**config.mk**
```make
export PLATFORM = sky130hd
export DESIGN_NAME = signed_int_to_decimal_ascii
export DESIGN_NICKNAME = d
export VERILOG_FILES = /design/src/rtl/sidec_pkg.sv /design/src/rtl/sidec_conv.sv /design/src/rtl/sidec_fmt.sv /design/src/rtl/signed_int_to_decimal_ascii.sv
export SDC_FILE = /design/constraint.sdc
export NUM_CORES = 1
export LEC_CHECK = 0
export BUFFER_PORTS_ARGS = -buffer_cell sky130_fd_sc_hd__clkbuf_2
export CORE_UTILIZATION = 55
export CTS_CLUSTER_DIAMETER = 150
export CTS_CLUSTER_SIZE = 25
export DETAILED_ROUTE_END_ITERATION = 10
export PLACE_DENSITY_LB_ADDON = 0.15
export REMOVE_ABC_BUFFERS = 1
export SLEW_MARGIN = 20
export SYNTH_ARGS = -nofsm -noshare
export SYNTH_HDL_FRONTEND = slang
export SYNTH_SLANG_ARGS = --single-unit
```
**constraint.sdc**
```tcl
create_clock -name i_clk -period 5.1 [get_ports i_clk]
set_input_delay 0.51 -clock i_clk [delete_from_list [all_inputs] [get_ports i_clk]]
set_output_delay 0.51 -clock i_clk [all_outputs]
set_load 0.1 [all_outputs]
```
**src/rtl/sidec_pkg.sv**
```systemverilog
// shared types and constants for the signed integer to decimal text converter
// no dependencies

package sidec_pkg;

    localparam int unsigned VALUE_W   = 32;
    localparam int unsigned DIGITS    = 10;
    localparam int unsigned BCD_W     = 4 * DIGITS;
    localparam int unsigned CHAR_W    = 8;
    localparam int unsigned TOTAL_W   = 4;
    localparam int unsigned BITCNT_W  = $clog2(VALUE_W);

    localparam logic [CHAR_W-1:0]  CHAR_ZERO  = 8'd48;
    localparam logic [CHAR_W-1:0]  CHAR_MINUS = 8'd45;
    localparam logic [TOTAL_W-1:0] DIGITS_MAX = TOTAL_W'(DIGITS);
    localparam logic [TOTAL_W-1:0] CHARS_MAX  = 4'd11;

    typedef enum logic [2:0] {
        ST_IDLE,
        ST_CONV,
        ST_LOAD,
        ST_TRIM,
        ST_SIGN,
        ST_DIGS
    } t_state;

    typedef struct packed {
        logic load;
        logic step;
    } t_conv_ctl;

    typedef struct packed {
        logic load;
        logic trim;
        logic emit_sign;
        logic emit_dig;
    } t_fmt_ctl;

    typedef struct packed {
        logic trim_more;
        logic last_dig;
    } t_fmt_sts;

endpackage

```
**src/rtl/sidec_conv.sv**
```systemverilog
// bit-serial binary to bcd converter (shift and add-3)
// depends on sidec_pkg

module sidec_conv (
    input  logic                           i_clk,
    input  sidec_pkg::t_conv_ctl           i_ctl,
    input  logic [sidec_pkg::VALUE_W-1:0]  i_value,
    output logic [sidec_pkg::BCD_W-1:0]    o_bcd,
    output logic                           o_neg
);

    logic [sidec_pkg::VALUE_W-1:0] r_mag, n_mag;
    logic [sidec_pkg::BCD_W-1:0]   r_bcd, n_bcd;
    logic                          r_neg, n_neg;
    logic [sidec_pkg::BCD_W-1:0]   w_adj;

    // add 3 to every digit of 5 or more before the shift
    always_comb begin
        for (int i = 0; i < sidec_pkg::DIGITS; i++) begin
            if (r_bcd[4*i +: 4] >= 4'd5) begin
                w_adj[4*i +: 4] = r_bcd[4*i +: 4] + 4'd3;
            end else begin
                w_adj[4*i +: 4] = r_bcd[4*i +: 4];
            end
        end
    end

    always_comb begin
        n_mag = r_mag;
        n_bcd = r_bcd;
        n_neg = r_neg;
        if (i_ctl.load) begin
            n_neg = i_value[sidec_pkg::VALUE_W-1];
            n_mag = i_value[sidec_pkg::VALUE_W-1] ? (~i_value + 32'd1) : i_value;
            n_bcd = '0;
        end else if (i_ctl.step) begin
            n_bcd = {w_adj[sidec_pkg::BCD_W-2:0], r_mag[sidec_pkg::VALUE_W-1]};
            n_mag = {r_mag[sidec_pkg::VALUE_W-2:0], 1'b0};
        end
    end

    always_ff @(posedge i_clk) begin
        r_mag <= n_mag;
        r_bcd <= n_bcd;
        r_neg <= n_neg;
    end

    assign o_bcd = r_bcd;
    assign o_neg = r_neg;

endmodule

```
**src/rtl/sidec_fmt.sv**
```systemverilog
// leading zero removal and character emission, one digit per cycle
// depends on sidec_pkg

module sidec_fmt (
    input  logic                            i_clk,
    input  sidec_pkg::t_fmt_ctl             i_ctl,
    input  logic [sidec_pkg::BCD_W-1:0]     i_bcd,
    input  logic                            i_neg,
    output sidec_pkg::t_fmt_sts             o_sts,
    output logic [sidec_pkg::CHAR_W-1:0]    o_text_char,
    output logic                            o_last_char,
    output logic [sidec_pkg::TOTAL_W-1:0]   o_char_total
);

    logic [sidec_pkg::BCD_W-1:0]   r_digits, n_digits;
    logic [sidec_pkg::TOTAL_W-1:0] r_ndig, n_ndig;
    logic [sidec_pkg::TOTAL_W-1:0] r_left, n_left;
    logic [3:0]                    w_top;

    assign w_top = r_digits[sidec_pkg::BCD_W-1 -: 4];

    always_comb begin
        n_digits = r_digits;
        n_ndig   = r_ndig;
        n_left   = r_left;
        if (i_ctl.load) begin
            n_digits = i_bcd;
            n_ndig   = sidec_pkg::DIGITS_MAX;
            n_left   = sidec_pkg::DIGITS_MAX;
        end else if (i_ctl.trim || i_ctl.emit_dig) begin
            n_digits = {r_digits[sidec_pkg::BCD_W-5:0], 4'd0};
            n_left   = r_left - 4'd1;
            if (i_ctl.trim) begin
                n_ndig = r_ndig - 4'd1;
            end
        end
    end

    always_ff @(posedge i_clk) begin
        r_digits <= n_digits;
        r_ndig   <= n_ndig;
        r_left   <= n_left;
    end

    assign o_sts.trim_more = (w_top == 4'd0) && (r_ndig > 4'd1);
    assign o_sts.last_dig  = (r_left == 4'd1);

    assign o_text_char  = i_ctl.emit_sign ? sidec_pkg::CHAR_MINUS
                                          : sidec_pkg::CHAR_ZERO + {4'd0, w_top};
    assign o_last_char  = i_ctl.emit_dig && (r_left == 4'd1);
    assign o_char_total = r_ndig + {3'd0, i_neg};

endmodule

```
**src/rtl/signed_int_to_decimal_ascii.sv**
```systemverilog
// top level: signed 32-bit integer to decimal ascii text, one character per strobe
// depends on sidec_pkg, sidec_conv, sidec_fmt

// A request is taken at a rising edge where start is high and busy is low. Busy then
// stays high until the last character has gone out. The magnitude is shifted into a bcd
// register one bit a cycle, then moved into the formatter. Leading zero digits are
// dropped one per cycle (0 to 9 of them), after which the first significant digit is
// found. Characters then leave one per cycle on o_text_char, a minus sign first for a
// negative value and then the digits most significant first, with o_char_valid high
// for exactly that cycle. The receiver cannot stall them. Dropped zeros plus digits
// always make ten. The next request can be accepted in the cycle after the last
// character. Every character carries the total character count and a flag on the
// last one.

module signed_int_to_decimal_ascii (
    input  logic                            i_clk,
    input  logic                            i_rst_n,
    input  logic                            start,
    output logic                            busy,
    input  logic [sidec_pkg::VALUE_W-1:0]   i_value,
    output logic                            o_char_valid,
    output logic [sidec_pkg::CHAR_W-1:0]    o_text_char,
    output logic                            o_last_char,
    output logic [sidec_pkg::TOTAL_W-1:0]   o_char_total
);

    // last shift step of the conversion
    localparam logic [sidec_pkg::BITCNT_W-1:0] LAST_BIT =
        sidec_pkg::BITCNT_W'(sidec_pkg::VALUE_W - 1);

    sidec_pkg::t_state    r_state, n_state;
    logic [sidec_pkg::BITCNT_W-1:0] r_bit_cnt, n_bit_cnt;

    sidec_pkg::t_conv_ctl w_conv_ctl;
    sidec_pkg::t_fmt_ctl  w_fmt_ctl;
    sidec_pkg::t_fmt_sts  w_fmt_sts;
    logic [sidec_pkg::BCD_W-1:0] w_bcd;
    logic                        w_neg;
    logic                        w_accept;

    assign w_accept = start && (r_state == sidec_pkg::ST_IDLE);

    // next state
    always_comb begin
        n_state   = r_state;
        n_bit_cnt = r_bit_cnt;
        unique case (r_state)
            sidec_pkg::ST_IDLE: begin
                if (start) begin
                    n_state   = sidec_pkg::ST_CONV;
                    n_bit_cnt = '0;
                end
            end
            sidec_pkg::ST_CONV: begin
                n_bit_cnt = r_bit_cnt + 1'b1;
                if (r_bit_cnt == LAST_BIT) begin
                    n_state = sidec_pkg::ST_LOAD;
                end
            end
            sidec_pkg::ST_LOAD: begin
                n_state = sidec_pkg::ST_TRIM;
            end
            sidec_pkg::ST_TRIM: begin
                // drop leading zeros but always keep one digit
                if (!w_fmt_sts.trim_more) begin
                    n_state = w_neg ? sidec_pkg::ST_SIGN : sidec_pkg::ST_DIGS;
                end
            end
            sidec_pkg::ST_SIGN: begin
                n_state = sidec_pkg::ST_DIGS;
            end
            sidec_pkg::ST_DIGS: begin
                if (w_fmt_sts.last_dig) begin
                    n_state = sidec_pkg::ST_IDLE;
                end
            end
            default: begin
                n_state = sidec_pkg::ST_IDLE;
            end
        endcase
    end

    // outputs and datapath control
    always_comb begin
        w_conv_ctl = '0;
        w_fmt_ctl  = '0;
        unique case (r_state)
            sidec_pkg::ST_IDLE: w_conv_ctl.load = start;
            sidec_pkg::ST_CONV: w_conv_ctl.step = 1'b1;
            sidec_pkg::ST_LOAD: w_fmt_ctl.load = 1'b1;
            sidec_pkg::ST_TRIM: w_fmt_ctl.trim = w_fmt_sts.trim_more;
            sidec_pkg::ST_SIGN: w_fmt_ctl.emit_sign = 1'b1;
            sidec_pkg::ST_DIGS: w_fmt_ctl.emit_dig = 1'b1;
            default: begin
                w_conv_ctl = '0;
                w_fmt_ctl  = '0;
            end
        endcase
    end

    always_ff @(posedge i_clk) begin
        if (!i_rst_n) begin
            r_state   <= sidec_pkg::ST_IDLE;
            r_bit_cnt <= '0;
        end else begin
            r_state   <= n_state;
            r_bit_cnt <= n_bit_cnt;
        end
    end

    sidec_conv u_conv (
        .i_clk   (i_clk),
        .i_ctl   (w_conv_ctl),
        .i_value (i_value),
        .o_bcd   (w_bcd),
        .o_neg   (w_neg)
    );

    sidec_fmt u_fmt (
        .i_clk        (i_clk),
        .i_ctl        (w_fmt_ctl),
        .i_bcd        (w_bcd),
        .i_neg        (w_neg),
        .o_sts        (w_fmt_sts),
        .o_text_char  (o_text_char),
        .o_last_char  (o_last_char),
        .o_char_total (o_char_total)
    );

    assign busy         = (r_state != sidec_pkg::ST_IDLE);
    assign o_char_valid = w_fmt_ctl.emit_sign || w_fmt_ctl.emit_dig;

    // a character only goes out inside a request
    a_valid_busy: assert property (@(posedge i_clk) disable iff (!i_rst_n)
        o_char_valid |-> busy)
        else $error("character strobe outside a request");

    // the last character ends the request
    a_last_ends: assert property (@(posedge i_clk) disable iff (!i_rst_n)
        (o_char_valid && o_last_char) |=> !busy)
        else $error("busy after last character");

    // an accepted request makes the block busy
    a_accept_busy: assert property (@(posedge i_clk) disable iff (!i_rst_n)
        w_accept |=> busy)
        else $error("request accepted but block not busy");

    // character count stays in range
    a_total_range: assert property (@(posedge i_clk) disable iff (!i_rst_n)
        o_char_valid |-> (o_char_total >= 4'd1 && o_char_total <= sidec_pkg::CHARS_MAX))
        else $error("character total out of range");

    // the sign is never the last character
    a_sign_not_last: assert property (@(posedge i_clk) disable iff (!i_rst_n)
        (o_char_valid && o_text_char == sidec_pkg::CHAR_MINUS) |-> !o_last_char)
        else $error("sign marked as last character");

endmodule
```
==> results of run 1 <==
-- placed cells by master, fill, tap and decap left out, types with 3 or more instances in the layout --
master | Yosys | routed
nor2_1 | 37 | 36
nand2_1 | 82 | 81
mux2_2 | 37 | 37
and3_1 | 4 | 4
nor4_1 | 6 | 6
nor3_1 | 4 | 4
dfxtp_1 | 56 | 56
conb_1 | 2 | 3
clkbuf_2 | 0 | 46
o211ai_1 | 8 | 8
xnor2_1 | 13 | 13
a21oi_1 | 50 | 50
o21ai_1 | 7 | 7
clkbuf_1 | 26 | 7
nand2b_1 | 15 | 15
o32ai_1 | 10 | 10
o21ai_0 | 60 | 59
nand3b_1 | 3 | 3
o41ai_2 | 3 | 3
ha_1 | 29 | 29
o31ai_1 | 15 | 15
and2_1 | 4 | 4
o41ai_1 | 11 | 11
nand4_1 | 4 | 4
inv_1 | 38 | 37
xor2_1 | 30 | 30
edfxtp_1 | 73 | 73
nand3_1 | 27 | 27
clkinv_2 | 0 | 3
or2_2 | 5 | 4
nor2b_1 | 6 | 5
or3_1 | 4 | 4
buf_4 | 3 | 3
a21boi_0 | 3 | 3
clkbuf_16 | 0 | 19
-- registers in the layout (all words and copies together) (netlist names) --
name            cells
u_conv.o_neg        1
u_conv.r_mag       32
u_conv.o_bcd       40
u_fmt.r_digits     40
r_state             3
u_fmt.r_left        4
u_fmt.r_ndig        4
r_bit_cnt           5
-- kinds of logic (layout without fill, tap and decap cells) --
group           after synthesis  count (layout)  share of synthesized area [%]
mux                          38              38                           6.15
flops                       129             129                           47.8
buf+inv                      76             120                           4.94
xor+xnor                     43              43                           5.43
other cells                   2               3                          0.108
compound gates              179             179                           16.1
fa+ha+maj                    29              29                           5.23
simple gates                208             208                           14.2
-- layout make-up --
type / instances / share of cell area (%)
repair buffers: 50 / 3.50
flip-flops and latches: 129 / 42.5
multi-input cells: 500 / 42.5
clock inverters: 5 / 0.337
inverters: 38 / 1.83
well taps: 168 / 2.70
clock buffers: 27 / 6.61
-- through the flow --
step,cell area [µm²],instances,setup WS [ns]
3_3_place_gp,7230,884,1.89
3_5_place_dp,7230,884,1.81
6_report,7790,917,1.39
5_1_grt,7790,917,1.09
4_1_cts,7770,916,1.80
2_1_floorplan,6740,667,1.05
-- per-layer routing --
layer  vias up  GRT usage (%)  part of all wire, %  wire length [µm]
li1       2603              -                    -                 -
met2       106           38.3                   49              6580
met4         0           10.2                  1.9               251
met1      2466           28.1                   46              6110
met5         -              0                    0                 0
met3        20           5.03                  3.5               471
-- cell usage after synthesis, drive strengths merged, types with 2 or more instances --
library cell,n
a21boi,3
a21oi,50
and2,4
and3,4
buf,10
clkbuf,28
conb,2
dfxtp,56
edfxtp,73
ha,29
inv,38
mux2,37
nand2,82
nand2b,15
nand3,27
nand3b,3
nand4,4
nor2,37
nor2b,6
nor3,4
nor3b,2
nor4,6
o211ai,8
o21ai,67
o31ai,17
o32ai,10
o41ai,14
or2,5
or3,4
xnor2,13
xor2,30
-- worst max-delay path: stages (launching register included) --
cell	delay, ns
dfxtp_1	0.72
nor3_1	0.16
nand2_2	0.10
buf_4	0.55
clkinv_1	1.03
nor2_1	0.45
inv_1	0.10
buf_4	0.27
-- power groups by stage --
stage	Clock [W]	Combinational, W	Sequential (W)
after CTS	0.00112	0.000418	0.00128
after global routing	0.00116	0.000466	0.00130
final	0.00110	0.000418	0.00129
after global placement	0	0.000404	0.00130
after floorplan	0	0.000313	0.00129
after detailed placement	0	0.000415	0.00130
-- worst max-delay path by stage --
stage                from                 to  slack, ns  cells past startpoint
6_report       r_state[0]   u_conv.r_mag[18]       1.39                      7
5_1_grt        r_state[0]   u_conv.r_mag[16]       1.09                      7
4_1_cts        r_state[0]    u_conv.r_mag[2]       1.80                      7
3_5_place_dp   r_state[0]   u_conv.r_mag[12]       1.81                      7
3_3_place_gp   r_state[0]   u_conv.r_mag[13]       1.89                      7
2_1_floorplan  r_state[0]  u_fmt.r_digits[0]       1.05                      2
==> results_dict.tcl, run 1 <==
set metrics [dict create \
    cts_hold_buf 0 \
    finClkSkew_ns 0.00707 \
    grt_usage_pct 22.8 \
    clk_latency_ns 0.42 \
    rrSetupSlack_ns 1.39 \
    synth_top_cell_area_share_pct 31.6 \
    crit_fanout 75 \
    grt-ovfl-total 0 \
    whs_ns 0.423 \
    p_switching_w 0.000763 \
    final_util_pct 64.1 \
    drive_above_1_share_pct 17.0 \
    combPwrFrac_pct 14.9 \
    fp.dieArea_mm2 0.0131 \
    fmax_mhz 270 \
    dp_hpwl_mm 8.61 \
    pwr-share-seq_pct 45.9 \
    htreeDepth 4 \
    routedWlPerCell_um 14.6 \
    cts_num_sinks 129 \
    finalHoldViolations 0 \
    ios 50 \
    cts_resized 0 \
    p_sw_share_pct 27.2 \
    grt_pass1_vias 4991 \
    die_y_um 114 \
    hold_start "i_rst_n" \
    drtAntennaViolNets 0 \
    synthCells 704 \
    grt_max_degree 76 \
    crit_arrival_ns 3.83 \
    slew-limit-headroom_pct 30.5 \
    status "complete, no violations" \
    fin_crit_sh_pct 72.7 \
    critPathLaunchType "register" \
    finalPower_w 0.00280 \
    rsz0062_at_grt "no" \
    clockRootBuffer "clkbuf_16" \
    synth_ff_type "edfxtp_1" \
    worst_pin_slew_ns 1.04 \
    r2r_end "u_conv.r_mag[18]" \
    clk_pin_slew_worst_paths_ns 0.05 \
    num_rows 40 \
    ys_seq_area_share_pct 47.8 \
    synth_area_leaders "edfxtp_1, dfxtp_1, mux2_2" \
    drc 0 \
    grt_antenna_before_repair 0 \
    cts_tree "done" \
    yosysTopAreaCell "edfxtp_1" \
    required_ns 5.23 \
    drt_pass1_iterations 4 \
    reg2reg_depth 7 \
    port_buffers 46 \
    drt_wl_total_mm 13.4 \
    antenna_cells 0 \
    synth_cell_type_count 54 \
    synthArstFlopShare_pct 0 \
    cts_setup_buffers 0 \
    p_per_area_mw_per_mm2 360 \
    viasPerCell 5.67 \
    drv_slew 0 \
    core_mm2 0.0122 \
    fp.dieW_um 114 \
    clock_power_share_pct 39.2 \
    fillerInstances 984 \
    vias 5195 \
    yosysWarnings 0 \
    avgSynthCellArea_um2 9.85 \
    hold_path_depth 2 \
    setup_tns_ns 0 \
    area_delta_synth_final_pct 12.4 \
    p_leak_nw 2.91 \
    end_kind "register" \
    dr.first_iter.drc_count 342 \
    p_int_w 0.00204 \
    seq_area_mm2 0.00331 \
    clockBufferDepth 2 \
    reg2reg_from "r_state[0]" \
    path_class "register to register" \
    ir_worst_vdd_uv 220 \
    start_util_pct 57.0 \
    hold_class "primary input to register" \
    ys_seq_elements 129 \
    gp_congestion 0.812 \
    multiInputGateArea_mm2 0.00331 \
    synth-edff-count 73 \
    drv_cap 0 \
    setup_violations 0 \
    grt_pass1_wl_mm 23.3 \
    min_to "r_state[2]" \
    cts-buffers-inserted 17 \
    final.min_clock_period_ns 3.71 \
    syn_area_mm2 0.00694 \
    nNetsFinal 800 \
]
Power figures use the tool's default switching activity.
==> inputs of run 2 (changes only) <==
Clock period 5.1 ns to 3.38 ns, I/O delays scaled along.
==> run 2 against run 1 <==
Cell count grew 0.33%. Clock-buffer cell count shrank 4. Utilization grew 0.46 points. Clock power grew 65%. Non-clock buffer count grew 3. Routed wire length grew 2.0%. Highest routed layer unchanged. Critical path type unchanged. Sequential cell count is the same. Sequential power grew 50%. Combinational power grew 52%. Critical path depth shrank 3. Largest cell class is now sequential cells.
==> results_dict.tcl, run 2 (synthesis gave the netlist of run 1 again) <==
set metrics [dict create \
    path_class "register to register" \
    cpMaxStageDelayCell "dfxtp_1" \
    setup_tns_ns 0 \
    grt_max_degree 75 \
    cts_tree "done" \
    clk_latency_ns 0.42 \
    slew-limit-headroom_pct 44.4 \
    instances_no_fill 920 \
    nNetsFinal 803 \
    cts_hold_buf 0 \
    grt_antenna_before_repair 0 \
    gp_congestion 0.792 \
    pwr-share-seq_pct 44.1 \
    crit_arrival_ns 2.69 \
    finalHoldViolations 0 \
    drt_wl_total_mm 13.7 \
    worst_pin_slew_ns 0.831 \
    p_switching_w 0.00119 \
    grt_usage_pct 22.0 \
    rsz0062_at_grt "no" \
    viasPerCell 5.75 \
    routedWlPerCell_um 14.9 \
    grt_pass1_vias 4955 \
    crit_fanout 41 \
    drv_slew 0 \
    ios 50 \
    dp_hpwl_mm 8.79 \
    start_util_pct 57.0 \
    layout_commonest_cell "nand2_1" \
    num_rows 40 \
    drtAntennaViolNets 0 \
    fillerInstances 999 \
    finClkSkew_ns 0.00853 \
    cts-buffers-inserted 17 \
    port_buffers 46 \
    path_cells "nor2b_1 > nor2b_4 > buf_4 > mux2_2" \
    layout_common_cells "nand2_1, edfxtp_1, o21ai_0" \
    drv_cap 0 \
    p_leak_nw 2.95 \
    drt_pass1_iterations 4 \
    fp.dieW_um 114 \
    die_y_um 114 \
    final.min_clock_period_ns 2.52 \
    hold_class "primary input to register" \
    ir_worst_vdd_uv 349 \
    cts_resized 0 \
    clockBufferDepth 2 \
    area_delta_synth_final_pct 13.2 \
    critPathLaunchType "register" \
    drc 0 \
    fin_crit_sh_pct 74.7 \
    grt_pass1_wl_mm 22.5 \
    combPwrFrac_pct 14.5 \
    p_sw_share_pct 27.0 \
    core_mm2 0.0122 \
    antenna_cells 0 \
    dr.first_iter.drc_count 358 \
    end_kind "register" \
    grt-ovfl-total 0 \
    placed_cells 888 \
    p_int_w 0.00321 \
    p_per_area_mw_per_mm2 559 \
    clockRootBuffer "clkbuf_16" \
    cp_slowest_stage_delay_ns 0.67 \
    htreeDepth 4 \
    cp_num_buf_inv 1 \
    cts_setup_buffers 0 \
    required_ns 3.55 \
    fmax_mhz 396 \
    crit_family "simple AND/OR/NAND/NOR gates" \
    placed_area_mm2 0.00726 \
    cts_num_sinks 129 \
    drive_above_1_share_pct 18.0 \
    whs_ns 0.248 \
    setup_violations 0 \
    final_cell_area_mm2 0.00785 \
    clk_pin_slew_worst_paths_ns 0.06 \
    vias 5289 \
    clock_power_share_pct 41.4 \
    fp.dieArea_mm2 0.0131 \
    status "complete, no violations" \
]
## run 2: routing by layer
metal / global-route usage, % / vias up / wire [µm]
met2: 38.5 / 115 / 6870
li1: - / 2608 / -
met5: 0 / - / 0
met4: 8.92 / 0 / 205
met1: 26.0 / 2546 / 6120
met3: 5.03 / 20 / 485
## run 2: cell type report
class	instances	area [µm²]	area share [%]
sequential	129	3310	42.2
multi-input combinational	500	3310	42.2
clock buffer	23	489	6.23
timing repair buffer	53	283	3.60
tap	168	210	2.68
inverter	38	143	1.82
clock inverter	9	104	1.32
## run 2: stage by stage
stage	setup WS, ns	utilization (%)	total power, W
after floorplan	-0.674	-	0.00242
after global placement	0.812	59.7	0.00257
after detailed placement	0.711	59.7	0.00260
after CTS	0.889	64.5	0.00442
after global routing	0.738	64.6	0.00457
final	0.856	64.6	0.00439
## run 2: path summary, 6_finish.rpt
kind	startpoint	to	slack, ns	cells past startpoint
setup / recovery	r_state[1]	u_fmt.r_digits[14]	0.86	4
hold / removal	i_rst_n	r_state[2]	0.25	2
setup reg to reg	r_state[1]	u_fmt.r_digits[14]	0.86	4
hold reg to reg	r_bit_cnt[3]	r_bit_cnt[3]	0.47	1
## run 2: power groups by stage
stage / Sequential (W) / Combinational (W) / Clock [W]
after floorplan: 0.00194 / 0.000473 / 0
after global placement: 0.00196 / 0.000614 / 0
after detailed placement: 0.00197 / 0.000634 / 0
after CTS: 0.00194 / 0.000638 / 0.00185
after global routing: 0.00196 / 0.000707 / 0.00191
final: 0.00194 / 0.000635 / 0.00182
==> inputs of run 3 (changes only) <==
Clock period 3.38 ns to 2.4 ns, I/O delays scaled along.
==> run 3 against run 2 <==
Power rose by 39%. Design area rose by 1.4%. Worst hold slack got worse by 0.087 ns.
==> results_dict.tcl, run 3 (synthesis gave the netlist of run 1 again) <==
set metrics [dict create \
    status "complete, no violations" \
    dp_hpwl_mm 9.09 \
    drive_above_1_share_pct 19.1 \
    whs_ns 0.161 \
    grt_pass1_vias 4982 \
    finalHoldViolations 0 \
    clk_latency_ns 0.41 \
    gp_congestion 0.802 \
    layout_commonest_cell "nand2_1" \
    num_rows 40 \
    rsz0062_at_grt "no" \
    crit_fanout 16 \
    cts_resized 0 \
    cts_num_sinks 129 \
    drv_cap 0 \
    clockBufferDepth 2 \
    worst_pin_slew_ns 0.637 \
    core_mm2 0.0122 \
    critPathLaunchType "register" \
    required_ns 2.16 \
    cts-buffers-inserted 17 \
    final.min_clock_period_ns 2.25 \
    crit_arrival_ns 2.01 \
    routedWlPerCell_um 14.8 \
    finClkSkew_ns 0.00746 \
    fp.dieW_um 114 \
    grt-ovfl-total 0 \
    grt_usage_pct 22.4 \
    setup_violations 0 \
    grt_antenna_before_repair 0 \
    cts_setup_buffers 0 \
    viasPerCell 5.69 \
    area_delta_synth_final_pct 14.8 \
    p_per_area_mw_per_mm2 769 \
    drv_slew 0 \
    antenna_cells 0 \
    end_kind "primary output" \
    dr.first_iter.drc_count 419 \
    nNetsFinal 814 \
    seq_area_mm2 0.00331 \
    placed_cells 899 \
    start_util_pct 57.0 \
    fillerInstances 970 \
    slew-limit-headroom_pct 57.6 \
    vias 5293 \
    cts_hold_buf 0 \
    finalPower_w 0.00612 \
    hold_class "primary input to register" \
    instances_no_fill 931 \
    fmax_mhz 445 \
    path_class "register to primary output" \
    drt_pass1_iterations 5 \
    port_buffers 46 \
    grt_pass1_wl_mm 22.9 \
    p_leak_nw 3.00 \
    ios 50 \
    final_util_pct 65.5 \
    layout_common_cells "nand2_1, edfxtp_1, o21ai_0" \
    clk_pin_slew_worst_paths_ns 0.05 \
    htreeDepth 4 \
    ir_worst_vdd_uv 582 \
    die_y_um 114 \
    clockRootBuffer "clkbuf_16" \
    drt_wl_total_mm 13.8 \
    drtAntennaViolNets 0 \
    fp.dieArea_mm2 0.0131 \
    drc 0 \
    multiInputGateArea_mm2 0.00331 \
    cts_tree "done" \
    grt_max_degree 65 \
    fin_crit_sh_pct 93.6 \
]
-- run 3: cell count changes in the layout (fill, tap and decap cells not counted), sizes merged --
cell and change:
buf +11, clkbuf -2, clkinv +2, clkinvlp +1, inv -1
-- run 3: worst max-delay path: stages, from the launching register on --
cell,delay [ns]
dfxtp_1,0.66
nand2b_1,0.23
nor2_1,0.12
or2_2,0.30
clkbuf_4,0.28
-- run 3: metal layers --
metal	vias to the layer above	GRT usage, %	share of wire [%]
met1	2533	26.3	44
met3	20	5.45	3.5
met4	0	9.00	1.4
met5	-	0	0
li1	2622	-	-
met2	118	39.2	51
-- run 3: worst paths after layout --
check             cells after the start                from           endpoint  slack, ns
setup / recovery                      4          r_state[1]     o_text_char[3]       0.15
hold / removal                        2             i_rst_n         r_state[2]       0.16
setup reg to reg                      6  u_fmt.r_digits[39]  u_fmt.r_digits[1]       0.40
hold reg to reg                       1        r_bit_cnt[3]       r_bit_cnt[3]       0.48
-- run 3: area by class of cell --
class,count,share of cell area (%)
Multi-Input combinational cell,500,41.5
Clock inverter,11,1.45
Tap cell,168,2.64
Inverter,38,1.79
Sequential cell,129,41.6
Timing Repair Buffer,64,5.34
Clock buffer,21,5.66
-- run 3: where the power goes --
| group | total [W] | switching (W) | leakage [nW] | internal, W |
|---|---|---|---|---|
| Sequential | 0.00272 | 0.000126 | 1.15 | 0.00260 |
| Combinational | 0.000941 | 0.000633 | 1.59 | 0.000308 |
| Clock | 0.00246 | 0.000915 | 0.269 | 0.00154 |
| Total | 0.00612 | 0.00167 | 3.00 | 0.00445 |
-- run 3: metrics by stage --
step | cell area (µm²) | TNS [ns] | setup slack, ns
floorplan | 6740 | -163.36 | -1.65
global placement | 7390 | 0 | 0.0671
global route | 7960 | 0 | 0.0298
CTS | 7950 | 0 | 0.0589
detailed placement | 7390 | 0 | 0.0112
finish | 7960 | 0 | 0.154
